===== src/hw/rtl/ckc_pkg.sv =====
// Shared types, constants and register codes for the chained XOR keystream cipher.
package ckc_pkg;

  localparam int unsigned JOB_QUEUE_DEPTH = 4;
  localparam int unsigned CFG_IDX_W       = 2;
  localparam int unsigned CFG_DATA_W      = 32;

  localparam logic [CFG_IDX_W-1:0] CFG_KEY     = 2'd0;
  localparam logic [CFG_IDX_W-1:0] CFG_ENABLE  = 2'd1;
  localparam logic [CFG_IDX_W-1:0] CFG_DECRYPT = 2'd2;

  // generator constants, Schrage form of x * 16807 mod (2^31 - 1), plus GEN_ADD
  localparam logic [31:0] GEN_M    = 32'h834E_0B5F;
  localparam logic [16:0] GEN_Q    = 17'h1_F31D;
  localparam logic [31:0] GEN_A    = 32'd16807;
  localparam logic [31:0] GEN_R    = 32'd2836;
  localparam logic [31:0] GEN_ADD  = 32'd123;
  localparam logic [31:0] GEN_WRAP = 32'h7FFF_FFFF;

  typedef struct packed {
    logic [31:0] key;
    logic        enable;
    logic        decrypt;
  } ckc_cfg_t;

  typedef struct packed {
    logic [31:0] word;
    logic [1:0]  cnt_m1;
    logic        last;
    logic        xform;
    logic        decrypt;
    logic        load;
  } ckc_job_t;

  typedef enum logic [2:0] {
    ST_IDLE,
    ST_MUL,
    ST_MOD,
    ST_PRD,
    ST_SUM,
    ST_MIX,
    ST_EMIT
  } ckc_state_t;

endpackage


===== src/hw/rtl/ckc_stream_if.sv =====
// Valid/ready byte stream interface with last-byte flag.
interface ckc_stream_if;
  logic       valid;
  logic       ready;
  logic [7:0] octet;
  logic       last;

  modport source(output valid, output octet, output last, input ready);
  modport sink(input valid, input octet, input last, output ready);
endinterface


===== src/hw/rtl/chained_xor_keystream_cipher_top.sv =====
// Top level of the chained XOR keystream cipher.
//
// in_ch carries packet bytes with a last-byte flag; out_ch returns the same
// number of bytes in the same order, with last on the final byte of a packet.
// Both use valid/ready: a byte moves on a clock edge where both are high.
// cfg_we/cfg_index/cfg_wdata write the key (index 0), enable (1) and decrypt
// mode (2); write them only while no packet is in flight.
// Bytes 0 (and 1 after a zero byte 0) and all bytes while disabled pass
// through: each job is popped in the idle state and emitted from ST_EMIT.
// Payload is gathered into 32-bit words; a full word (or the packet tail)
// goes through two passes of the 4-stage generator step (multiply,
// remainder, products, sum) plus the mix, then out at one byte per cycle
// while out_ch.ready is high; only then is the next job popped.
// A 4-entry job queue lets in_ch keep accepting while out_ch is stalled; when
// it fills, in_ch.ready drops. Output bytes hold while out_ch.ready is low.
// Synchronous reset clears the config and control state, empties the queue
// and puts the block at the start of a packet; no clearing pass is needed.
module chained_xor_keystream_cipher_top #(
  parameter int unsigned Q_DEPTH = ckc_pkg::JOB_QUEUE_DEPTH
) (
  input  logic                           clk,
  input  logic                           rst_n,
  input  logic                           cfg_we,
  input  logic [ckc_pkg::CFG_IDX_W-1:0]  cfg_index,
  input  logic [ckc_pkg::CFG_DATA_W-1:0] cfg_wdata,
  ckc_stream_if.sink                     in_ch,
  ckc_stream_if.source                   out_ch
);
  import ckc_pkg::*;

  ckc_cfg_t cfg_r;
  ckc_job_t push_job, pop_job;
  logic     q_push, q_full, q_nonempty, q_pop;

  always_ff @(posedge clk) begin
    if (!rst_n) begin
      cfg_r <= '0;
    end else if (cfg_we) begin
      case (cfg_index)
        CFG_KEY:     cfg_r.key     <= cfg_wdata;
        CFG_ENABLE:  cfg_r.enable  <= cfg_wdata[0];
        CFG_DECRYPT: cfg_r.decrypt <= cfg_wdata[0];
        default:     cfg_r         <= cfg_r;
      endcase
    end
  end

  ckc_front u_front (
    .clk    (clk),
    .rst_n  (rst_n),
    .cfg    (cfg_r),
    .in_s   (in_ch),
    .q_full (q_full),
    .q_push (q_push),
    .q_job  (push_job)
  );

  ckc_queue #(
    .DEPTH (Q_DEPTH)
  ) u_queue (
    .clk      (clk),
    .rst_n    (rst_n),
    .push     (q_push),
    .push_job (push_job),
    .full     (q_full),
    .nonempty (q_nonempty),
    .pop      (q_pop),
    .pop_job  (pop_job)
  );

  ckc_back u_back (
    .clk        (clk),
    .rst_n      (rst_n),
    .cfg        (cfg_r),
    .q_nonempty (q_nonempty),
    .q_job      (pop_job),
    .q_pop      (q_pop),
    .out_s      (out_ch)
  );

endmodule


===== src/hw/rtl/ckc_front.sv =====
// Front end: accept bytes, classify them and gather payload into jobs.
module ckc_front (
  input  logic              clk,
  input  logic              rst_n,
  input  ckc_pkg::ckc_cfg_t cfg,
  ckc_stream_if.sink        in_s,
  input  logic              q_full,
  output logic              q_push,
  output ckc_pkg::ckc_job_t q_job
);
  import ckc_pkg::*;

  logic        first_r, first_nxt;
  logic        second_r, second_nxt;
  logic [23:0] pend_r, pend_nxt;
  logic [1:0]  pcnt_r, pcnt_nxt;
  logic        acc;
  logic [31:0] word;

  assign in_s.ready = !q_full;
  assign acc        = in_s.valid && !q_full;
  assign word       = {8'd0, pend_r} | ({24'd0, in_s.octet} << {pcnt_r, 3'b000});

  always_comb begin
    first_nxt        = first_r;
    second_nxt       = second_r;
    pend_nxt         = pend_r;
    pcnt_nxt         = pcnt_r;
    q_push           = 1'b0;
    q_job.word       = {24'd0, in_s.octet};
    q_job.cnt_m1     = 2'd0;
    q_job.last       = in_s.last;
    q_job.xform      = 1'b0;
    q_job.decrypt    = cfg.decrypt;
    q_job.load       = 1'b0;
    if (acc) begin
      if (first_r) begin
        q_push     = 1'b1;
        q_job.load = 1'b1;
        first_nxt  = 1'b0;
        second_nxt = (in_s.octet == 8'd0);
        pend_nxt   = '0;
        pcnt_nxt   = '0;
      end else if (second_r) begin
        q_push     = 1'b1;
        second_nxt = 1'b0;
      end else if (!cfg.enable) begin
        q_push       = 1'b1;
        q_job.word   = word;
        q_job.cnt_m1 = pcnt_r;
        pend_nxt     = '0;
        pcnt_nxt     = '0;
      end else if (pcnt_r != 2'd3 && !in_s.last) begin
        pend_nxt = word[23:0];
        pcnt_nxt = pcnt_r + 2'd1;
      end else begin
        q_push       = 1'b1;
        q_job.word   = word;
        q_job.cnt_m1 = pcnt_r;
        q_job.xform  = 1'b1;
        pend_nxt     = '0;
        pcnt_nxt     = '0;
      end
      if (in_s.last) begin
        first_nxt  = 1'b1;
        second_nxt = 1'b0;
        pend_nxt   = '0;
        pcnt_nxt   = '0;
      end
    end
  end

  always_ff @(posedge clk) begin
    if (!rst_n) begin
      first_r  <= 1'b1;
      second_r <= 1'b0;
      pend_r   <= '0;
      pcnt_r   <= '0;
    end else begin
      first_r  <= first_nxt;
      second_r <= second_nxt;
      pend_r   <= pend_nxt;
      pcnt_r   <= pcnt_nxt;
    end
  end

endmodule


===== src/hw/rtl/ckc_queue.sv =====
// Short job queue between front end and back end.
module ckc_queue #(
  parameter int unsigned DEPTH = ckc_pkg::JOB_QUEUE_DEPTH
) (
  input  logic              clk,
  input  logic              rst_n,
  input  logic              push,
  input  ckc_pkg::ckc_job_t push_job,
  output logic              full,
  output logic              nonempty,
  input  logic              pop,
  output ckc_pkg::ckc_job_t pop_job
);
  import ckc_pkg::*;

  localparam int unsigned PTR_W = (DEPTH > 1) ? $clog2(DEPTH) : 1;
  localparam int unsigned CNT_W = $clog2(DEPTH + 1);

  ckc_job_t           mem_r [DEPTH];
  logic [PTR_W-1:0]   wr_r, wr_nxt;
  logic [PTR_W-1:0]   rd_r, rd_nxt;
  logic [CNT_W-1:0]   cnt_r, cnt_nxt;
  logic               do_push, do_pop;

  assign full     = (cnt_r == CNT_W'(DEPTH));
  assign nonempty = (cnt_r != '0);
  assign do_push  = push && !full;
  assign do_pop   = pop && nonempty;
  assign pop_job  = mem_r[rd_r];

  always_comb begin
    wr_nxt  = wr_r;
    rd_nxt  = rd_r;
    cnt_nxt = cnt_r;
    if (do_push) begin
      wr_nxt = (wr_r == PTR_W'(DEPTH - 1)) ? '0 : wr_r + PTR_W'(1);
    end
    if (do_pop) begin
      rd_nxt = (rd_r == PTR_W'(DEPTH - 1)) ? '0 : rd_r + PTR_W'(1);
    end
    if (do_push && !do_pop) begin
      cnt_nxt = cnt_r + CNT_W'(1);
    end else if (do_pop && !do_push) begin
      cnt_nxt = cnt_r - CNT_W'(1);
    end
  end

  always_ff @(posedge clk) begin
    if (do_push) begin
      mem_r[wr_r] <= push_job;
    end
  end

  always_ff @(posedge clk) begin
    if (!rst_n) begin
      wr_r  <= '0;
      rd_r  <= '0;
      cnt_r <= '0;
    end else begin
      wr_r  <= wr_nxt;
      rd_r  <= rd_nxt;
      cnt_r <= cnt_nxt;
    end
  end

endmodule


===== src/hw/rtl/ckc_back.sv =====
// Back end: keystream generator, word chaining and byte output.
module ckc_back (
  input  logic              clk,
  input  logic              rst_n,
  input  ckc_pkg::ckc_cfg_t cfg,
  input  logic              q_nonempty,
  input  ckc_pkg::ckc_job_t q_job,
  output logic              q_pop,
  ckc_stream_if.source      out_s
);
  import ckc_pkg::*;

  ckc_state_t  state_r, state_nxt;
  ckc_job_t    job_r;
  logic [31:0] seed_r;
  logic [31:0] chain_r;
  logic [15:0] quot_r;
  logic [16:0] rem_r;
  logic [31:0] p1_r, p2_r;
  logic [15:0] ks_lo_r, ks_hi_r;
  logic        step_r;
  logic [31:0] res_r;
  logic [1:0]  idx_r;

  logic [63:0] prod;
  logic [33:0] qq, diff, rem_fix;
  logic [31:0] gen_n, gen_fix;
  logic [31:0] mixed;
  logic        out_acc;

  assign prod    = 64'(seed_r) * 64'(GEN_M);
  assign qq      = 34'(quot_r) * 34'(GEN_Q);
  assign diff    = 34'(seed_r) - qq;
  assign rem_fix = diff[33] ? diff + 34'(GEN_Q) : diff;
  assign gen_n   = p1_r - p2_r + GEN_ADD;
  assign gen_fix = gen_n[31] ? gen_n + GEN_WRAP : gen_n;
  assign mixed   = chain_r ^ {ks_hi_r, ks_lo_r} ^ job_r.word;
  assign out_acc = out_s.valid && out_s.ready;

  assign out_s.octet = 8'(res_r >> {idx_r, 3'b000});
  assign out_s.last  = job_r.last && (idx_r == job_r.cnt_m1);

  always_comb begin
    state_nxt = state_r;
    case (state_r)
      ST_IDLE: begin
        if (q_nonempty) begin
          state_nxt = q_job.xform ? ST_MUL : ST_EMIT;
        end
      end
      ST_MUL: state_nxt = ST_MOD;
      ST_MOD: state_nxt = ST_PRD;
      ST_PRD: state_nxt = ST_SUM;
      ST_SUM: state_nxt = step_r ? ST_MIX : ST_MUL;
      ST_MIX: state_nxt = ST_EMIT;
      ST_EMIT: begin
        if (out_acc && idx_r == job_r.cnt_m1) begin
          state_nxt = ST_IDLE;
        end
      end
      default: state_nxt = ST_IDLE;
    endcase
  end

  always_comb begin
    q_pop       = 1'b0;
    out_s.valid = 1'b0;
    case (state_r)
      ST_IDLE: q_pop       = q_nonempty;
      ST_EMIT: out_s.valid = 1'b1;
      default: begin
        q_pop       = 1'b0;
        out_s.valid = 1'b0;
      end
    endcase
  end

  always_ff @(posedge clk) begin
    if (!rst_n) begin
      state_r <= ST_IDLE;
      seed_r  <= '0;
      chain_r <= '0;
      step_r  <= 1'b0;
      idx_r   <= '0;
    end else begin
      state_r <= state_nxt;
      case (state_r)
        ST_IDLE: begin
          if (q_nonempty) begin
            job_r  <= q_job;
            res_r  <= q_job.word;
            step_r <= 1'b0;
            idx_r  <= '0;
            if (q_job.load) begin
              seed_r  <= cfg.key;
              chain_r <= cfg.key;
            end
          end
        end
        ST_MUL: quot_r <= prod[63:48];
        ST_MOD: rem_r  <= rem_fix[16:0];
        ST_PRD: begin
          p1_r <= 32'(rem_r) * GEN_A;
          p2_r <= 32'(quot_r) * GEN_R;
        end
        ST_SUM: begin
          seed_r <= gen_fix;
          step_r <= 1'b1;
          if (step_r) begin
            ks_hi_r <= gen_fix[15:0];
          end else begin
            ks_lo_r <= gen_fix[15:0];
          end
        end
        ST_MIX: begin
          res_r   <= mixed;
          chain_r <= job_r.decrypt ? job_r.word : mixed;
        end
        ST_EMIT: begin
          if (out_acc) begin
            idx_r <= idx_r + 2'd1;
          end
        end
        default: idx_r <= idx_r;
      endcase
    end
  end

endmodule


===== src/flat_wrapper.sv =====
// flat-port wrapper written by rule: the top's interface ports become plain ports
module chained_xor_keystream_cipher_top_flat import ckc_pkg::*;
#(
  parameter int unsigned Q_DEPTH = ckc_pkg::JOB_QUEUE_DEPTH
)
  (clk, rst_n, cfg_we, cfg_index, cfg_wdata, in_ch_valid, in_ch_octet, in_ch_last, in_ch_ready, out_ch_valid, out_ch_octet, out_ch_last, out_ch_ready);
  ckc_stream_if in_ch_i ();
  ckc_stream_if out_ch_i ();
  input  logic clk;
  input  logic rst_n;
  input  logic cfg_we;
  input  logic [ckc_pkg::CFG_IDX_W-1:0] cfg_index;
  input  logic [ckc_pkg::CFG_DATA_W-1:0] cfg_wdata;
  input wire logic [$bits(in_ch_i.valid)-1:0] in_ch_valid;
  input wire logic [$bits(in_ch_i.octet)-1:0] in_ch_octet;
  input wire logic [$bits(in_ch_i.last)-1:0] in_ch_last;
  output wire logic [$bits(in_ch_i.ready)-1:0] in_ch_ready;
  output wire logic [$bits(out_ch_i.valid)-1:0] out_ch_valid;
  output wire logic [$bits(out_ch_i.octet)-1:0] out_ch_octet;
  output wire logic [$bits(out_ch_i.last)-1:0] out_ch_last;
  input wire logic [$bits(out_ch_i.ready)-1:0] out_ch_ready;
  assign in_ch_i.valid = in_ch_valid;
  assign in_ch_i.octet = in_ch_octet;
  assign in_ch_i.last = in_ch_last;
  assign in_ch_ready = in_ch_i.ready;
  assign out_ch_valid = out_ch_i.valid;
  assign out_ch_octet = out_ch_i.octet;
  assign out_ch_last = out_ch_i.last;
  assign out_ch_i.ready = out_ch_ready;
  chained_xor_keystream_cipher_top #(.Q_DEPTH(Q_DEPTH)) u_core (.clk(clk), .rst_n(rst_n), .cfg_we(cfg_we), .cfg_index(cfg_index), .cfg_wdata(cfg_wdata), .in_ch(in_ch_i), .out_ch(out_ch_i));
endmodule

===== config.mk =====
export PLATFORM = sky130hd
export DESIGN_NAME = chained_xor_keystream_cipher_top_flat
export DESIGN_NICKNAME = d
export VERILOG_FILES = /design/src/hw/rtl/ckc_pkg.sv /design/src/hw/rtl/ckc_stream_if.sv /design/src/hw/rtl/chained_xor_keystream_cipher_top.sv /design/src/hw/rtl/ckc_front.sv /design/src/hw/rtl/ckc_queue.sv /design/src/hw/rtl/ckc_back.sv /design/src/flat_wrapper.sv
export SDC_FILE = /design/constraint.sdc
export NUM_CORES = 2
export LEC_CHECK = 0
export BUFFER_PORTS_ARGS = -buffer_cell sky130_fd_sc_hd__buf_2
export CORE_MARGIN = 2
export CORE_UTILIZATION = 62
export DETAILED_ROUTE_END_ITERATION = 6
export GPL_ROUTABILITY_DRIVEN = 0
export PLACE_DENSITY = 0.78
export SETUP_SLACK_MARGIN = 0.02
export SLEW_MARGIN = 10
export SYNTH_ARGS = -nofsm -noshare
export SYNTH_HDL_FRONTEND = slang
export SYNTH_SLANG_ARGS = --single-unit
export TNS_END_PERCENT = 5

===== constraint.sdc =====
create_clock -name clk -period 8.9 [get_ports clk]
set_input_delay 0.445 -clock clk [delete_from_list [all_inputs] [get_ports clk]]
set_output_delay 0.445 -clock clk [all_outputs]
set_load 0.05 [all_outputs]

After elaboration in Yosys (flattened, before gate mapping)
Memories as Yosys holds them, arrays and structs flattened. A register that Yosys moved wholly into a read port is not among the register bits.
Index checks and enable logic that the tools add are counted.
{ "word_totals": {"mem_bits_ro": 0, "n_memories": 1, "wordCells": 161, "in_bits": 48, "regBits": 330, "latch_bits": 0, "output_inout_bits": 11, "mem_bits_rw": 152} }
{ "classes": {"div_mod_pow": 0, "reduce_logical": 37, "shifts": 2, "n_lt_le_gt_ge": 0, "multipliers": 4, "n_bitwise": 4, "n_eq_ne": 18, "addsub": 11, "muxes": 58} }
{ "memory_table": {"columns": ["name", "depth", "width", "read_ports", "rd_clocked_by_memory_dff", "write_ports", "line_no", "text"], "rows": [
  ["u_core.u_queue.mem_r", 4, 38, 1, 1, 1, "ckc_queue.sv:19", "ckc_job_t mem_r [DEPTH];"]
]} }
{ "ops": {"columns": ["op", "n"], "rows": [
  ["$pmux 32 s2", 3],
  ["$mux 34", 5],
  ["$mux 32", 5],
  ["$mux 24", 5],
  ["$mul 32x32->64 const B", 1],
  ["$xor 32x32->32", 2],
  ["$sub 32x33->34", 1],
  ["$mul 16x17->33 const B", 1],
  ["$add 32x31->32 const B", 1],
  ["$add 32x7->32 const B", 1],
  ["$mul 17x15->32 const B", 1],
  ["$or 24x32->32", 1],
  ["$shl 8x5->32", 1],
  ["$shr 32x5->8", 1],
  ["$sub 32x28->32", 1],
  ["$mul 16x10->26 const B", 1],
  ["$mux 2", 11],
  ["$pmux 3 s7", 1],
  ["$reduce_and 3->1", 7],
  ["$mux 1", 19],
  ["$mux 3", 6],
  ["$reduce_and 2->1", 9],
  ["$add 17x17->17 const B", 1],
  ["$mux 17", 1],
  ["21 further kinds", 48]
]} }

Logic depth before layout (Yosys ltp)
{ "depth": {"word_depth": 12, "mapped_depth": 26, "mapped_depth_nobuf": 26} }

Hierarchy
Synthesis repeated with hierarchy kept, for this count alone.
{ "unflattened": {"hier_cells": 4629, "area_unflattened_um2": 50519.7} }
{ "modules_own_cells": {"columns": ["mod", "cells_each", "instances", "area_each_um2"], "rows": [
  ["ckc_back", 4075, 1, 41688.7],
  ["ckc_queue", 249, 1, 5974.5],
  ["ckc_front", 157, 1, 1452.6],
  ["chained_xor_keystream_cipher_top", 148, 1, 1403.8]
]} }

Worst setup path after synthesis
No wires, ideal clock.
{ "synth_path": {"kind": "register to register", "from": "register u_core.u_back.seed_r[29]", "to": "register u_core.u_back.quot_r[10] (data pin)", "synth_period_minus_slack_ns": 6.920, "path_buffers": 0, "path_slack_ns": 1.980, "setup_time_ns": 0.258, "arrival_time_ns": 6.662, "stages_incl_launch_ff": 25, "cell_sequence": "dfxtp_1 > fa_1 > fa_1 > ha_1 > inv_1 > fa_1 > inv_1 > fa_1 > fa_1 > fa_1 > inv_1 > fa_1 > inv_1 > ha_1 > and3_1 > nand4_1 > nor4_1 > and3_1 > a32oi_1 > a211oi_1 > o211ai_1 > a21oi_1 > o21ai_0 > nor2b_1 > xnor2_1"} }
{ "synth_via": {"elab_chain_cells": 1} }
{ "synth_rtl": {"columns": ["item", "line_no", "text"], "rows": [
  ["start: declaration", "ckc_back.sv:15", "logic [31:0] seed_r;"],
  ["start signal: assignment", "ckc_back.sv:95", "seed_r <= cfg.key;"],
  ["start signal: assignment", "ckc_back.sv:107", "seed_r <= gen_fix;"],
  ["$mul 32x32->64", "ckc_back.sv:31", "assign prod = 64'(seed_r) * 64'(GEN_M);"],
  ["via u_core.u_back.prod[58]", "ckc_back.sv:25", "logic [63:0] prod;"],
  ["end signal: assignment", "ckc_back.sv:100", "ST_MUL: quot_r <= prod[63:48];"],
  ["end: declaration", "ckc_back.sv:17", "logic [15:0] quot_r;"]
]} }
The timed path passes the listed nets, and every way through them passes these cells.
A chain may end at the register's enable or synchronous reset.

Final worst setup path
{ "layout_path": {"from": "register u_core.u_back.seed_r[30]", "to": "register u_core.u_back.quot_r[10] (data pin)"} }
The elaborated chain is that of the path after synthesis.

==> summary.md <==
| Metric | Value |
|---|---|
| Status | finished, final reports clean |
| Worst Setup End Kind | flop |
| DR vias/cell | just under 6 |
| WL/cell | 21.38 microns |
| Seq cells post-synth | 484 |
| Crit path to | u_core.u_back.quot_r[10] |
| Synth Instances | approximately 4600 |
| Row count | 103 |
| Most frequent cells after synthesis | 1008 x inv_1, 810 x ha_1, 589 x fa_1 |
| Crit path max fanout | 13 |
| TritonCTS Buffers | 52 |
| TritonCTS Sinks | 484 |
| Post-CTS Setup Repair Bufs | 0 |
| Ys async rst share | 0% |
| Routed WL | 122900 microns |
| CP required | 9270 ps |
| Via Count | 33580 |
| RSZ-0062 raised after global routing | no |
| Die H | ~290 microns |
| Worst Clk Skew | 47.00 ps |
| Post-CTS resize count | 0 |
| IO Pins | just under 60 |
| Fin util | 66.81% |
| DRT iter0 DRCs | 2597 |
| Synth Flop Type | edfxtp_1 |
| Final Cycle Share | 94.90% |
| Clk slew on worst S/H paths | approximately 60 ps |
| Area contributors post-synth | fa_1 24%, edfxtp_1 21%, ha_1 20% |
| Layout cells sized above 1 | about 5.6% |
| Minimum clock period | 8446 ps |
| Multi-input gate area | 32470 sq um |
| Area share of the largest cell type after synthesis | 23.71% |
| Chip Width | between 200 and 300 microns |
| Top-count cell post-synth | inv_1 |
| Layout fillers | approximately 6000 |
| Worst skew pair latency | 640 ps |
| Initial antenna violation count | 5 |
| Synth-to-Final Area Change | 6.482% |
| # setup viols final | 0 |
| Seq/Total Area, Yosys | between 20% and 30% |
| HPWL Detailed | 99640 microns |
| R2R setup slack | around 450 ps |
| EDFF count, synth | approximately 340 |
| Initial DRT Pass Iterations | 6 |
| Yosys top cell by area | fa_1 |
| WS Path Type | reg2reg |
| Critical Path Source Type | flop |
| Max-cap violations | 0 |
| Setup_tns | 0 ps |
| Syn_area_per_cell | 10.78 sq um |
| Fin. Hold Viols | 0 |
| Worst Path Arrival | around 8800 ps |
| Vias in the first global route | 35050 |
| Nets | 6097 |
| Detail Route Antenna Nets | 0 |
| GR Util met3 | 8.103% |
| CTS H-tree depth | 2 |
| Die area | 82490 sq um |
| Top Usage Layer GRT | met2 |
| Largest net degree at the start of global routing | 84 |
| Port buffer count | between 50 and 60 |
| Max_slew headroom | between 10% and 20% |
| Global-route wire length before repair | 193100 microns |
| CTS Hold Bufs | 0 |
| Max-slew violations | 0 |
| Worst flop-to-flop path startpoint | u_core.u_back.seed_r[30] |
| CTS tree | built |
| Worst min path class | in2reg |
| R2r worst-path depth | 24 |
| Core area | 79260 sq um |
| Tightest Pin Transition | 1256 ps |
| CP Launch Point | u_core.u_back.seed_r[30] |
| DRC viols | 0 |
| Grt ovf | 0 |
| Met1 global-route usage | 40.44% |
| Starting Density | 62.74% |
| Cell variety after synth | between 80 and 90 |
| Ys Warns | 0 |
| Synthesized area | 49730 sq um |
| Root buffer cell | clkbuf_16 |
| Max clock buf depth | 3 |
| Syn_nets | about 6100 |
| Met2 Use GR | 49.45% |
| GR Util All Layers | 30.65% |
| FF/Latch Area | 13130 sq um |
| RR Endpoint | u_core.u_back.quot_r[10] |
| F_max | 0.1184 GHz |
==> logic make-up (layout without fill, tap and decap cells) <==
group | after synthesis | after routing | share of synthesized area (%)
fa+ha+maj | 1399 | 1399 | 44.09
buf+inv | 1115 | 1194 | 8.444
simple gates | 705 | 705 | 6.892
compound gates | 634 | 634 | 7.964
flops | 484 | 484 | 26.39
xor+xnor | 211 | 211 | 3.716
mux | 66 | 66 | 2.503
other cells | 0 | 3 | 0
==> registers in the layout, indices dropped and copies added (netlist names), named ones only <==
name                     cells
u_core.u_queue.cnt_r         3
u_core.u_back.res_r         32
u_core.u_front.first_r       1
u_core.u_back.ks_lo_r       16
u_core.u_back.rem_r         17
u_core.u_back.seed_r        32
u_core.u_queue.mem_r       152
u_core.u_queue.wr_r          2
u_core.u_back.quot_r        16
u_core.u_back.p1_r          32
u_core.u_back.ks_hi_r       16
u_core.u_back.job_r         36
u_core.cfg_r                34
u_core.u_front.second_r      1
u_core.u_queue.rd_r          2
u_core.u_back.step_r         1
u_core.u_back.idx_r          2
u_core.u_back.state_r        3
u_core.u_back.chain_r       32
u_core.u_front.pcnt_r        2
u_core.u_front.pend_r       24
u_core.u_back.p2_r          26
==> layout by cell type (no fill, tap or decap), types with 22 or more instances in the layout <==
| cell type | instances |
|---|---|
| o21ai_0 | 91 |
| inv_1 | 1008 |
| nand2_1 | 228 |
| a21oi_1 | 255 |
| nor2_1 | 162 |
| nor3_1 | 47 |
| nand3b_1 | 39 |
| edfxtp_1 | 343 |
| dfxtp_1 | 139 |
| nand3_1 | 75 |
| mux4_2 | 46 |
| xor2_1 | 85 |
| buf_4 | 29 |
| ha_1 | 810 |
| nand4_1 | 22 |
| o211ai_1 | 48 |
| clkbuf_16 | 53 |
| xnor2_1 | 126 |
| a21o_1 | 70 |
| buf_2 | 58 |
| fa_1 | 589 |
==> critical path, stage by stage (launching register included) <==
cell      delay (ps)
dfxtp_1          900
inv_1            370
ha_1             380
inv_1             90
ha_1             240
ha_1             330
fa_1             600
fa_1             460
fa_1             550
fa_1             500
inv_1             50
fa_1             480
inv_1             40
ha_1             280
and3_1           160
nand4_1          130
nor4_1           490
and3_1           250
a32oi_1          120
a211oi_1         830
o211ai_1         290
a21oi_1          240
o21ai_0          120
nor2b_1          160
xnor2_1          120
==> stage by stage <==
step	instances	setup WS [ps]	cell area (sq um)	hold slack [ps]
2_1_floorplan	4614	1980	49730	437.1
3_3_place_gp	5646	865.2	51210	447.3
3_5_place_dp	5646	640.8	51210	453.9
4_1_cts	5743	634.8	52940	35.61
5_1_grt	5743	298.3	52940	40.40
6_report	5746	453.6	52950	44.57
==> how the worst min path moves through the flow <==
stage | startpoint | end | slack (ps) | cells after the start
after floorplan | u_core.u_front.pend_r[0] | u_core.u_front.pend_r[0] | 440 | 2
after global placement | u_core.u_front.pend_r[1] | u_core.u_front.pend_r[1] | 450 | 2
after detailed placement | u_core.u_front.pend_r[5] | u_core.u_front.pend_r[5] | 450 | 2
after CTS | cfg_wdata[20] | u_core.cfg_r[22] | 40 | 3
after global routing | cfg_wdata[20] | u_core.cfg_r[22] | 40 | 3
final | cfg_wdata[20] | u_core.cfg_r[22] | 40 | 3
==> final cells by class <==
class,count,area share (%)
diodes,3,0.01418
well taps,1050,2.481
clock buffers,66,2.691
clock inverters,31,0.5789
multi-input cells,3015,61.33
flip-flops and latches,484,24.79
repair buffers,87,0.9594
inverters,1010,7.162
==> per-layer routing <==
layer / vias to the layer above / routed length (microns)
met5: - / 12
met4: 2 / 4406
met3: 253 / 12110
met2: 1366 / 56980
met1: 16600 / 49360
li1: 15360 / -
Power is not shown: default switching activity piles up to over one toggle a cycle in this logic, so the estimate is an artifact.
